<file path="src/design/piecewise_linear_score_accumulator_macros.svh">
// Assertion macros shared by the piecewise linear score accumulator RTL.
`ifndef PIECEWISE_LINEAR_SCORE_ACCUMULATOR_MACROS_SVH
`define PIECEWISE_LINEAR_SCORE_ACCUMULATOR_MACROS_SVH

// Same-cycle implication, checked outside of reset.
`define PLSA_ASSERT_NOW(label, clk, rst_n, ante, cons) \
    label: assert property (@(posedge clk) disable iff (!rst_n) (ante) |-> (cons)) \
        else $error("plsa same-cycle check failed");

// Next-cycle implication, checked outside of reset.
`define PLSA_ASSERT_NEXT(label, clk, rst_n, ante, cons) \
    label: assert property (@(posedge clk) disable iff (!rst_n) (ante) |=> (cons)) \
        else $error("plsa next-cycle check failed");

`endif

</file>
<file path="src/design/plsa_pkg.sv">
// Package with the shared constants, types and codes of the score accumulator.
`default_nettype none

package plsa_pkg;

    localparam int MAX_POINTS = 6;
    localparam int PT_IDX_W   = $clog2(MAX_POINTS);
    localparam int CNT_W      = $clog2(MAX_POINTS + 1);

    localparam int DATA_W     = 32;
    localparam int POINT_W    = 64;
    localparam int COUNT_W    = 3;
    localparam int CFG_IDX_W  = 3;
    localparam int CFG_DATA_W = 64;

    // Register indexes of the configuration port.
    localparam logic [CFG_IDX_W-1:0] REG_POINT_COUNT = 3'd0;
    localparam logic [CFG_IDX_W-1:0] REG_POINT_FIRST = 3'd1;

    // Divider: two quotient bits per cycle over a 64-bit dividend.
    localparam int DIV_NUM_W  = 64;
    localparam int DIV_DEN_W  = 32;
    localparam int DIV_STEPS  = 2;
    localparam int DIV_ITER   = DIV_NUM_W / DIV_STEPS;
    localparam int DIV_CNT_W  = $clog2(DIV_ITER);

    typedef enum logic [2:0] {
        ST_IDLE,
        ST_SCAN,
        ST_PAIR,
        ST_MUL,
        ST_START,
        ST_DIV,
        ST_DONE
    } t_state;

    typedef struct packed {
        logic                     update;
        logic                     clear;
        logic signed [DATA_W-1:0] score;
    } t_acc_cmd;

endpackage

`default_nettype wire

</file>
<file path="src/design/plsa_if.sv">
// Valid/ready channel interfaces for sample input and score output.
`default_nettype none

interface plsa_in_if;
    logic                     valid;
    logic                     ready;
    logic signed [31:0]       sample_value;
    logic                     clear_total;

    modport source (output valid, output sample_value, output clear_total, input ready);
    modport sink   (input valid, input sample_value, input clear_total, output ready);
endinterface

interface plsa_out_if;
    logic                     valid;
    logic                     ready;
    logic signed [31:0]       score;
    logic                     segment_found;
    logic                     zero_span;
    logic signed [31:0]       running_sum;

    modport source (output valid, output score, output segment_found, output zero_span,
                    output running_sum, input ready);
    modport sink   (input valid, input score, input segment_found, input zero_span,
                    input running_sum, output ready);
endinterface

`default_nettype wire

</file>
<file path="src/design/plsa_div.sv">
// Iterative signed divider, two restoring quotient bits per cycle.
`default_nettype none

module plsa_div (
    input  wire logic                                  i_clk,
    input  wire logic                                  i_rst_n,
    input  wire logic                                  i_start,
    input  wire logic signed [plsa_pkg::DIV_NUM_W-1:0] i_dividend,
    input  wire logic signed [plsa_pkg::DIV_DEN_W-1:0] i_divisor,
    output logic                                       o_done,
    output logic        [plsa_pkg::DATA_W-1:0]         o_quotient
);

    logic                              r_busy;
    logic                              r_done;
    logic [plsa_pkg::DIV_CNT_W-1:0]    r_cnt;
    logic [plsa_pkg::DIV_DEN_W-1:0]    r_rem;
    logic [plsa_pkg::DIV_NUM_W-1:0]    r_quo;
    logic [plsa_pkg::DIV_DEN_W-1:0]    r_den;
    logic                              r_neg;

    logic [plsa_pkg::DIV_DEN_W-1:0]    n_rem;
    logic [plsa_pkg::DIV_NUM_W-1:0]    n_quo;

    // Two dependent compare-and-subtract steps on the partial remainder.
    always_comb begin
        logic [plsa_pkg::DIV_DEN_W:0] trial;
        logic                         ge;
        n_rem = r_rem;
        n_quo = r_quo;
        for (int s = 0; s < plsa_pkg::DIV_STEPS; s++) begin
            trial = {n_rem, n_quo[plsa_pkg::DIV_NUM_W-1]};
            ge    = (trial >= {1'b0, r_den});
            n_rem = ge ? plsa_pkg::DIV_DEN_W'(trial - {1'b0, r_den})
                       : trial[plsa_pkg::DIV_DEN_W-1:0];
            n_quo = {n_quo[plsa_pkg::DIV_NUM_W-2:0], ge};
        end
    end

    always_ff @(posedge i_clk) begin
        if (!i_rst_n) begin
            r_busy <= 1'b0;
            r_done <= 1'b0;
        end else begin
            r_done <= 1'b0;
            if (i_start) begin
                r_busy <= 1'b1;
            end else if (r_busy && r_cnt == plsa_pkg::DIV_CNT_W'(plsa_pkg::DIV_ITER - 1)) begin
                r_busy <= 1'b0;
                r_done <= 1'b1;
            end
        end
    end

    always_ff @(posedge i_clk) begin
        if (i_start) begin
            r_cnt <= '0;
            r_rem <= '0;
            r_quo <= i_dividend[plsa_pkg::DIV_NUM_W-1] ? (~i_dividend + 1'b1) : i_dividend;
            r_den <= i_divisor[plsa_pkg::DIV_DEN_W-1] ? (~i_divisor + 1'b1) : i_divisor;
            r_neg <= i_dividend[plsa_pkg::DIV_NUM_W-1] ^ i_divisor[plsa_pkg::DIV_DEN_W-1];
        end else if (r_busy) begin
            r_cnt <= r_cnt + 1'b1;
            r_rem <= n_rem;
            r_quo <= n_quo;
        end
    end

    // Only the low word of the quotient reaches the score.
    assign o_done     = r_done;
    assign o_quotient = r_neg ? (~r_quo[plsa_pkg::DATA_W-1:0] + 1'b1)
                              : r_quo[plsa_pkg::DATA_W-1:0];

endmodule

`default_nettype wire

</file>
<file path="src/design/plsa_acc.sv">
// Saturating signed running total of the scores.
`default_nettype none

module plsa_acc (
    input  wire logic                                   i_clk,
    input  wire logic                                   i_rst_n,
    input  wire plsa_pkg::t_acc_cmd                     i_cmd,
    output logic signed [plsa_pkg::DATA_W-1:0]          o_total_next
);

    logic signed [plsa_pkg::DATA_W-1:0] r_total;
    logic signed [plsa_pkg::DATA_W-1:0] base;
    logic        [plsa_pkg::DATA_W:0]   sum;

    assign base = i_cmd.clear ? '0 : r_total;
    assign sum  = {base[plsa_pkg::DATA_W-1], base}
                + {i_cmd.score[plsa_pkg::DATA_W-1], i_cmd.score};

    // The two top bits differ only when the add left the signed range.
    always_comb begin
        if (sum[plsa_pkg::DATA_W] != sum[plsa_pkg::DATA_W-1]) begin
            o_total_next = sum[plsa_pkg::DATA_W]
                ? {1'b1, {(plsa_pkg::DATA_W-1){1'b0}}}
                : {1'b0, {(plsa_pkg::DATA_W-1){1'b1}}};
        end else begin
            o_total_next = sum[plsa_pkg::DATA_W-1:0];
        end
    end

    always_ff @(posedge i_clk) begin
        if (!i_rst_n) begin
            r_total <= '0;
        end else if (i_cmd.update) begin
            r_total <= o_total_next;
        end
    end

endmodule

`default_nettype wire

</file>
<file path="src/design/piecewise_linear_score_accumulator.sv">
// Top level of the piecewise linear score accumulator.
//
// Usage: configure the breakpoint table through the write port while the block is
// idle: index 0 sets the point count, indexes 1 to 6 set breakpoints 0 to 5 (x in
// bits 31:0, y in bits 63:32). Each sample transaction on i_in then yields exactly
// one result transaction on o_out with the score, the segment and zero span flags
// and the saturated running total after this sample.
// Timing: a sample is taken only while the sequencer is idle, so a new sample is not
// taken until the current one has been through the sequencer. The table scan examines
// the breakpoints one at a time; a sample with no usable segment then goes to the
// result, a zero span pair goes there after the pair fetch, and an interpolated one
// after the pair fetch, the multiply, the divider start and the divider wait.
// Results sit in an output register, so a stalled receiver holds the current
// result and the next sample is still taken; that sample waits in its final state
// until the output register is free. Reset clears the table, the point count, the
// running total and the sequencer, and drops any result not yet taken.
`default_nettype none
`include "piecewise_linear_score_accumulator_macros.svh"

module piecewise_linear_score_accumulator (
    input  wire logic                                  i_clk,
    input  wire logic                                  i_rst_n,
    input  wire logic                                  i_cfg_we,
    input  wire logic [plsa_pkg::CFG_IDX_W-1:0]        i_cfg_index,
    input  wire logic [plsa_pkg::CFG_DATA_W-1:0]       i_cfg_data,
    plsa_in_if.sink                                    i_in,
    plsa_out_if.source                                 o_out
);

    // Configuration registers.
    logic [plsa_pkg::COUNT_W-1:0]  r_count;
    logic [plsa_pkg::POINT_W-1:0]  r_points [plsa_pkg::MAX_POINTS];

    // Sequencer and working registers.
    plsa_pkg::t_state              r_state;
    plsa_pkg::t_state              n_state;
    logic [plsa_pkg::CNT_W-1:0]    r_idx;
    logic signed [31:0]            r_x;
    logic                          r_clr;
    logic signed [31:0]            r_x0;
    logic signed [31:0]            r_y0;
    logic signed [31:0]            r_dx;
    logic signed [31:0]            r_dy;
    logic signed [31:0]            r_span;
    logic signed [63:0]            r_prod;
    logic signed [31:0]            r_score;
    logic                          r_found;
    logic                          r_zspan;

    // Output register.
    logic                          r_out_valid;
    logic signed [31:0]            r_out_score;
    logic                          r_out_found;
    logic                          r_out_zspan;
    logic signed [31:0]            r_out_sum;

    logic                          in_fire;
    logic                          out_free;
    logic [plsa_pkg::CNT_W-1:0]    eff_count;
    logic [plsa_pkg::POINT_W-1:0]  cur_point;
    logic signed [31:0]            cur_x;
    logic signed [31:0]            cur_y;
    logic                          idx_valid;
    logic                          idx_last;
    logic                          sample_ge;
    logic                          span_zero;
    logic [plsa_pkg::CFG_IDX_W-1:0] cfg_pt;

    logic                          div_start;
    logic                          div_done;
    logic [31:0]                   div_quotient;
    plsa_pkg::t_acc_cmd            acc_cmd;
    logic signed [31:0]            acc_total_next;
    logic                          out_load;

    assign in_fire  = i_in.valid && i_in.ready;
    assign out_free = !r_out_valid || o_out.ready;

    // A count beyond the table depth is clamped to the depth.
    assign eff_count = (r_count > plsa_pkg::COUNT_W'(plsa_pkg::MAX_POINTS))
        ? plsa_pkg::CNT_W'(plsa_pkg::MAX_POINTS)
        : plsa_pkg::CNT_W'(r_count);

    // The table is read at one address per cycle: the scan entry, then its partner.
    assign cur_point = r_points[r_idx[plsa_pkg::PT_IDX_W-1:0]];
    assign cur_x     = cur_point[31:0];
    assign cur_y     = cur_point[63:32];
    assign idx_valid = (r_idx < eff_count);
    assign idx_last  = ((r_idx + plsa_pkg::CNT_W'(1)) >= eff_count);
    assign sample_ge = (r_x >= cur_x);
    assign span_zero = (cur_x == r_x0);

    // Configuration writes; indexes past the table are dropped.
    assign cfg_pt = i_cfg_index - plsa_pkg::REG_POINT_FIRST;

    always_ff @(posedge i_clk) begin
        if (!i_rst_n) begin
            r_count <= '0;
            for (int p = 0; p < plsa_pkg::MAX_POINTS; p++) begin
                r_points[p] <= '0;
            end
        end else if (i_cfg_we) begin
            if (i_cfg_index == plsa_pkg::REG_POINT_COUNT) begin
                r_count <= i_cfg_data[plsa_pkg::COUNT_W-1:0];
            end else if (cfg_pt < plsa_pkg::CFG_IDX_W'(plsa_pkg::MAX_POINTS)) begin
                r_points[cfg_pt[plsa_pkg::PT_IDX_W-1:0]] <= i_cfg_data;
            end
        end
    end

    // Next-state logic of the sequencer.
    always_comb begin
        n_state = r_state;
        unique case (r_state)
            plsa_pkg::ST_IDLE: begin
                if (in_fire) n_state = plsa_pkg::ST_SCAN;
            end
            plsa_pkg::ST_SCAN: begin
                if (!idx_valid) begin
                    n_state = plsa_pkg::ST_DONE;
                end else if (sample_ge) begin
                    n_state = idx_last ? plsa_pkg::ST_DONE : plsa_pkg::ST_PAIR;
                end
            end
            plsa_pkg::ST_PAIR:  n_state = span_zero ? plsa_pkg::ST_DONE : plsa_pkg::ST_MUL;
            plsa_pkg::ST_MUL:   n_state = plsa_pkg::ST_START;
            plsa_pkg::ST_START: n_state = plsa_pkg::ST_DIV;
            plsa_pkg::ST_DIV: begin
                if (div_done) n_state = plsa_pkg::ST_DONE;
            end
            plsa_pkg::ST_DONE: begin
                if (out_free) n_state = plsa_pkg::ST_IDLE;
            end
            default: n_state = plsa_pkg::ST_IDLE;
        endcase
    end

    // Output decode of the sequencer.
    always_comb begin
        div_start = 1'b0;
        out_load  = 1'b0;
        unique case (r_state)
            plsa_pkg::ST_START: div_start = 1'b1;
            plsa_pkg::ST_DONE:  out_load  = out_free;
            default: begin
                div_start = 1'b0;
                out_load  = 1'b0;
            end
        endcase
    end

    assign i_in.ready    = (r_state == plsa_pkg::ST_IDLE);
    assign acc_cmd.update = out_load;
    assign acc_cmd.clear  = r_clr;
    assign acc_cmd.score  = r_score;

    always_ff @(posedge i_clk) begin
        if (!i_rst_n) begin
            r_state <= plsa_pkg::ST_IDLE;
        end else begin
            r_state <= n_state;
        end
    end

    // Datapath of one transaction.
    always_ff @(posedge i_clk) begin
        unique case (r_state)
            plsa_pkg::ST_IDLE: begin
                if (in_fire) begin
                    r_x     <= i_in.sample_value;
                    r_clr   <= i_in.clear_total;
                    r_idx   <= '0;
                    r_found <= 1'b0;
                    r_zspan <= 1'b0;
                    r_score <= '0;
                end
            end
            plsa_pkg::ST_SCAN: begin
                // A match on the last valid entry leaves the score at zero.
                if (idx_valid && sample_ge && !idx_last) begin
                    r_x0  <= cur_x;
                    r_y0  <= cur_y;
                    r_idx <= r_idx + 1'b1;
                end else if (idx_valid && !sample_ge) begin
                    r_idx <= r_idx + 1'b1;
                end
            end
            plsa_pkg::ST_PAIR: begin
                r_found <= 1'b1;
                r_dx    <= r_x - r_x0;
                r_dy    <= cur_y - r_y0;
                r_span  <= cur_x - r_x0;
                // Equal x on both points: the score is the first point's y.
                if (span_zero) begin
                    r_zspan <= 1'b1;
                    r_score <= r_y0;
                end
            end
            plsa_pkg::ST_MUL: begin
                r_prod <= r_dx * r_dy;
            end
            plsa_pkg::ST_DIV: begin
                if (div_done) r_score <= div_quotient + r_y0;
            end
            default: begin
            end
        endcase
    end

    plsa_div u_div (
        .i_clk      (i_clk),
        .i_rst_n    (i_rst_n),
        .i_start    (div_start),
        .i_dividend (r_prod),
        .i_divisor  (r_span),
        .o_done     (div_done),
        .o_quotient (div_quotient)
    );

    plsa_acc u_acc (
        .i_clk        (i_clk),
        .i_rst_n      (i_rst_n),
        .i_cmd        (acc_cmd),
        .o_total_next (acc_total_next)
    );

    // Result register toward the receiver.
    always_ff @(posedge i_clk) begin
        if (!i_rst_n) begin
            r_out_valid <= 1'b0;
        end else if (out_load) begin
            r_out_valid <= 1'b1;
        end else if (o_out.ready) begin
            r_out_valid <= 1'b0;
        end
    end

    always_ff @(posedge i_clk) begin
        if (out_load) begin
            r_out_score <= r_score;
            r_out_found <= r_found;
            r_out_zspan <= r_zspan;
            r_out_sum   <= acc_total_next;
        end
    end

    assign o_out.valid         = r_out_valid;
    assign o_out.score         = r_out_score;
    assign o_out.segment_found = r_out_found;
    assign o_out.zero_span     = r_out_zspan;
    assign o_out.running_sum   = r_out_sum;

    // A zero span result always comes from a found segment.
    `PLSA_ASSERT_NOW(a_zspan_found, i_clk, i_rst_n,
        o_out.valid && o_out.zero_span, o_out.segment_found)
    // Without a segment the score is zero.
    `PLSA_ASSERT_NOW(a_noseg_zero, i_clk, i_rst_n,
        o_out.valid && !o_out.segment_found, o_out.score == 32'sd0)
    // An accepted sample always starts the table scan.
    `PLSA_ASSERT_NEXT(a_accept_scan, i_clk, i_rst_n,
        in_fire, r_state == plsa_pkg::ST_SCAN)
    // The divider finishes only while the sequencer waits for it.
    `PLSA_ASSERT_NOW(a_div_done_wait, i_clk, i_rst_n,
        div_done, r_state == plsa_pkg::ST_DIV)

endmodule

`default_nettype wire
</file>
<file path="src/flat_wrapper.sv">
// flat-port wrapper written by rule: the top's interface ports become plain ports
module piecewise_linear_score_accumulator_flat 
  (i_clk, i_rst_n, i_cfg_we, i_cfg_index, i_cfg_data, i_in_valid, i_in_sample_value, i_in_clear_total, i_in_ready, o_out_valid, o_out_score, o_out_segment_found, o_out_zero_span, o_out_running_sum, o_out_ready);
  plsa_in_if i_in_i ();
  plsa_out_if o_out_i ();
  input  wire logic i_clk;
  input  wire logic i_rst_n;
  input  wire logic i_cfg_we;
  input  wire logic [plsa_pkg::CFG_IDX_W-1:0] i_cfg_index;
  input  wire logic [plsa_pkg::CFG_DATA_W-1:0] i_cfg_data;
  input wire logic [$bits(i_in_i.valid)-1:0] i_in_valid;
  input wire logic [$bits(i_in_i.sample_value)-1:0] i_in_sample_value;
  input wire logic [$bits(i_in_i.clear_total)-1:0] i_in_clear_total;
  output wire logic [$bits(i_in_i.ready)-1:0] i_in_ready;
  output wire logic [$bits(o_out_i.valid)-1:0] o_out_valid;
  output wire logic [$bits(o_out_i.score)-1:0] o_out_score;
  output wire logic [$bits(o_out_i.segment_found)-1:0] o_out_segment_found;
  output wire logic [$bits(o_out_i.zero_span)-1:0] o_out_zero_span;
  output wire logic [$bits(o_out_i.running_sum)-1:0] o_out_running_sum;
  input wire logic [$bits(o_out_i.ready)-1:0] o_out_ready;
  assign i_in_i.valid = i_in_valid;
  assign i_in_i.sample_value = i_in_sample_value;
  assign i_in_i.clear_total = i_in_clear_total;
  assign i_in_ready = i_in_i.ready;
  assign o_out_valid = o_out_i.valid;
  assign o_out_score = o_out_i.score;
  assign o_out_segment_found = o_out_i.segment_found;
  assign o_out_zero_span = o_out_i.zero_span;
  assign o_out_running_sum = o_out_i.running_sum;
  assign o_out_i.ready = o_out_ready;
  piecewise_linear_score_accumulator u_core (.i_clk(i_clk), .i_rst_n(i_rst_n), .i_cfg_we(i_cfg_we), .i_cfg_index(i_cfg_index), .i_cfg_data(i_cfg_data), .i_in(i_in_i), .o_out(o_out_i));
endmodule
</file>
<file path="config.mk">
export PLATFORM = sky130hd
export DESIGN_NAME = piecewise_linear_score_accumulator_flat
export DESIGN_NICKNAME = d
export VERILOG_FILES = /design/src/design/plsa_pkg.sv /design/src/design/plsa_if.sv /design/src/design/plsa_div.sv /design/src/design/plsa_acc.sv /design/src/design/piecewise_linear_score_accumulator.sv /design/src/flat_wrapper.sv
export VERILOG_INCLUDE_DIRS = /design/src /design/src/design
export SDC_FILE = /design/constraint.sdc
export NUM_CORES = 2
export LEC_CHECK = 0
export ABC_AREA = 1
export BUFFER_PORTS_ARGS = -buffer_cell sky130_fd_sc_hd__buf_2
export CORE_ASPECT_RATIO = 0.7
export CORE_MARGIN = 2
export CORE_UTILIZATION = 30
export DETAILED_ROUTE_END_ITERATION = 8
export SLEW_MARGIN = 20
export SYNTH_ARGS = -nofsm -noshare
export SYNTH_HDL_FRONTEND = slang
export SYNTH_SLANG_ARGS = --single-unit
</file>
<file path="constraint.sdc">
create_clock -name i_clk -period 17.2 [get_ports i_clk]
set_clock_uncertainty 0.1 [all_clocks]
set_input_delay 5.16 -clock i_clk [delete_from_list [all_inputs] [get_ports i_clk]]
set_output_delay 5.16 -clock i_clk [all_outputs]
set_load 0.005 [all_outputs]
</file>
==> metrics <==
Clock Sinks 1050; routed length per placed instance between 15 and 20 um; HPWL Detailed around 230 mm; DR pass1 iterations 8; fraction of the core area covered by cells at the end of the flow 33.2%; launching element of the worst setup path u_core.r_dy[8]; # resized after CTS 0; height of the chip approximately 480 um; iteration-0 DRC count of the detailed router 8070; final critical path time including I/O delays and setup 9.55 ns; Max Clk Rate around 100 MHz; Core Area about 320000 um2; Worst EP required approximately 18 ns; quantity of hold-fixing buffers added after cts 0; Total Negative Setup Slacks 0 ns; number of fillers in the final layout 33101; fraction of layout cells with a size suffix above 1 4.85%; share of synthesized area occupied by flip-flops and latches 32.1%; total of warnings raised by yosys 0; total wirelength of the detailed-routed design slightly above 300 mm; flip-flop and latch count after synthesis 1050; largest net degree at the start of global routing 109; latest clock arrival within the worst-skew pair approximately 0.75 ns; area enclosed by the die boundary about 320000 um2; share of the synthesized area in the top cell type a little under a third; capturing element type of the critical path register; Post-route DRC 0; global placer's final weighted congestion 1.01; largest fanout on the critical path 23; final hold violations 0; distinct cell type count after synthesis 65; hold path start u_core.r_zspan; floorplan die width 679 um; startpoint type of the worst setup path register; count of max-cap constraint violations 0; cell type with the highest aggregate area in the netlist sky130_fd_sc_hd__edfxtp_1; Synth Cell Area 95700 um2; number of buffers created by CTS 101; Final Setup Violations 0; number of synthesized flops with an enable pin approximately 970; num rows 173; buffers inserted by post-CTS timing repair 0; Final Max Slew Viols 0; biggest regs u_core.r_points: 512 flops, u_core.r_prod: 64 flops, u_core.u_div.r_quo: 64 flops; vias in the first global route 72285; most frequent cells after synthesis 2374 x sky130_fd_sc_hd__inv_1, 2260 x sky130_fd_sc_hd__nand2_1, 1235 x sky130_fd_sc_hd__nor2_1; status finished clean; number of vias per cell after detailed routing 4.80; slew at the pin with the worst max-slew slack 1.34 ns; instance count after placement with tap cells included 15372; Async SR Flop Fraction 0%; register with the most flip-flops u_core.r_points; port bufs ~170; Largest register FFs 512; vias 74676; minimum hold slack 0.323 ns; Hold Path Class register to register; antenna-violating nets left 0; GRT Overall Usage around 18%; Overflow after GRT 0; reg-to-reg critical path startpoint u_core.r_dy[8]; number of H-tree branching levels 3; most repeated cell in the gate-level netlist after synthesis sky130_fd_sc_hd__inv_1; Area contributors post-synth sky130_fd_sc_hd__edfxtp_1 30%, sky130_fd_sc_hd__fa_1 23%, sky130_fd_sc_hd__inv_1 9.3%; global-route wire length before repair 457 mm; root buffer selected by CTS sky130_fd_sc_hd__clkbuf_16; clock-pin slew reported for the worst setup and hold paths after clock tree synthesis 0.08 ns; effective utilization at floorplan 30.1%; Period Utilization, post-route 55.5%; maximum buffer depth of the clock tree 3; layout overhead on the synthesized area 10.1%; average footprint of a synthesized cell around 8.6 um2; synthesized instance count 11151; number of nets in the layout 12920; Layout Cells excl Fill 15569; critical path type register to register; primary flip-flop cell chosen by synthesis mapping sky130_fd_sc_hd__edfxtp_1; antenna violations before repair 30; TritonCTS clock tree built; I/O pin cnt 173; Relative slew margins 10.0%; unrepaired setup endpoints after global routing no; CP arrival between 9 and 10 ns
## per-stage QoR
stage | worst slack, ns | cell area [um2]
3_5_place_dp | 8.04 | 102000
4_1_cts | 8.10 | 105000
2_1_floorplan | 5.32 | 96100
3_3_place_gp | 8.08 | 102000
5_1_grt | 7.64 | 105000
6_report | 7.65 | 105000
## area by class of cell
type,count,area (um2),area share [%]
Multi-Input combinational cell,7434,55000,52.2
Sequential cell,1050,30700,29.2
Inverter,2384,8960,8.51
Tap cell,4200,5260,4.99
Clock buffer,128,2690,2.55
Timing Repair Buffer,305,1880,1.78
Clock inverter,64,808,0.768
Antenna cell,4,10.0,0.00951
## cells in the final DEF (no fill, tap or decap), types with 49 or more instances in the layout
cell and count:
sky130_fd_sc_hd__nand3b_1 49, sky130_fd_sc_hd__buf_4 132, sky130_fd_sc_hd__xor2_1 236, sky130_fd_sc_hd__ha_1 450, sky130_fd_sc_hd__a31oi_1 78, sky130_fd_sc_hd__o21ai_0 558
sky130_fd_sc_hd__xnor2_1 104, sky130_fd_sc_hd__nor3_1 85, sky130_fd_sc_hd__nand4_1 58, sky130_fd_sc_hd__o22ai_1 113, sky130_fd_sc_hd__nor2_1 1227, sky130_fd_sc_hd__clkbuf_16 102
sky130_fd_sc_hd__inv_1 2367, sky130_fd_sc_hd__a21oi_1 408, sky130_fd_sc_hd__nand3_1 279, sky130_fd_sc_hd__nand2_1 2251, sky130_fd_sc_hd__fa_1 1089, sky130_fd_sc_hd__edfxtp_1 969
sky130_fd_sc_hd__a21o_1 51, sky130_fd_sc_hd__buf_2 172, sky130_fd_sc_hd__conb_1 128, sky130_fd_sc_hd__dfxtp_1 79
## layer usage
layer / part of all wire, % / track usage, % / vias up / wire length [um]
li1: - / - / 34800 / -
met1: 48 / 29.0 / 36262 / 145000
met2: 38 / 24.6 / 3259 / 115000
met3: 11 / 5.32 / 319 / 34300
met4: 2.2 / 3.76 / 36 / 6640
met5: 0.15 / 0.501 / - / 438
## worst max-delay path, stage by stage (launching register included)
cell and delay [ns]:
sky130_fd_sc_hd__edfxtp_1 0.66, sky130_fd_sc_hd__buf_4 0.43, sky130_fd_sc_hd__nand2_1 0.22, sky130_fd_sc_hd__fa_1 0.71
sky130_fd_sc_hd__inv_1 0.12, sky130_fd_sc_hd__fa_1 0.51, sky130_fd_sc_hd__inv_1 0.35, sky130_fd_sc_hd__fa_1 0.51
sky130_fd_sc_hd__fa_1 0.51, sky130_fd_sc_hd__inv_1 0.05, sky130_fd_sc_hd__fa_1 0.61, sky130_fd_sc_hd__fa_1 0.45
sky130_fd_sc_hd__fa_1 0.52, sky130_fd_sc_hd__fa_1 0.42, sky130_fd_sc_hd__ha_1 0.48, sky130_fd_sc_hd__nand2_1 0.12
sky130_fd_sc_hd__nor2_1 0.13, sky130_fd_sc_hd__inv_1 0.12, sky130_fd_sc_hd__nor4_1 0.94, sky130_fd_sc_hd__o21ai_0 0.53
sky130_fd_sc_hd__nand3_1 0.33, sky130_fd_sc_hd__a21o_1 0.18, sky130_fd_sc_hd__nand2_1 0.08, sky130_fd_sc_hd__nand3_1 0.07
sky130_fd_sc_hd__nand2_1 0.07
## worst paths after layout
path         cells past startpoint  slack (ns)                endpoint
max                             24        7.65       u_core.r_prod[62]
max reg2reg                     24        7.65       u_core.r_prod[62]
min reg2reg                      0        0.32  u_core.o_out.zero_span
min                              0        0.32  u_core.o_out.zero_span
## cells by family after synthesis
kind of cell | count (synthesis) | synth area share (%)
adder cells (fa/ha/maj) | 1539 | 28.7
other | 1 | 0.00392
XOR/XNOR | 340 | 3.11
buffers and inverters | 2794 | 11.1
AND/OR/NAND/NOR | 4063 | 17.1
flip-flops | 1050 | 32.1
AO/OA/AOI/OAI | 1364 | 7.93
Power is left out: the tool's default activity adds up to more than one toggle a clock period on the data nets, which glitch-free logic cannot reach.
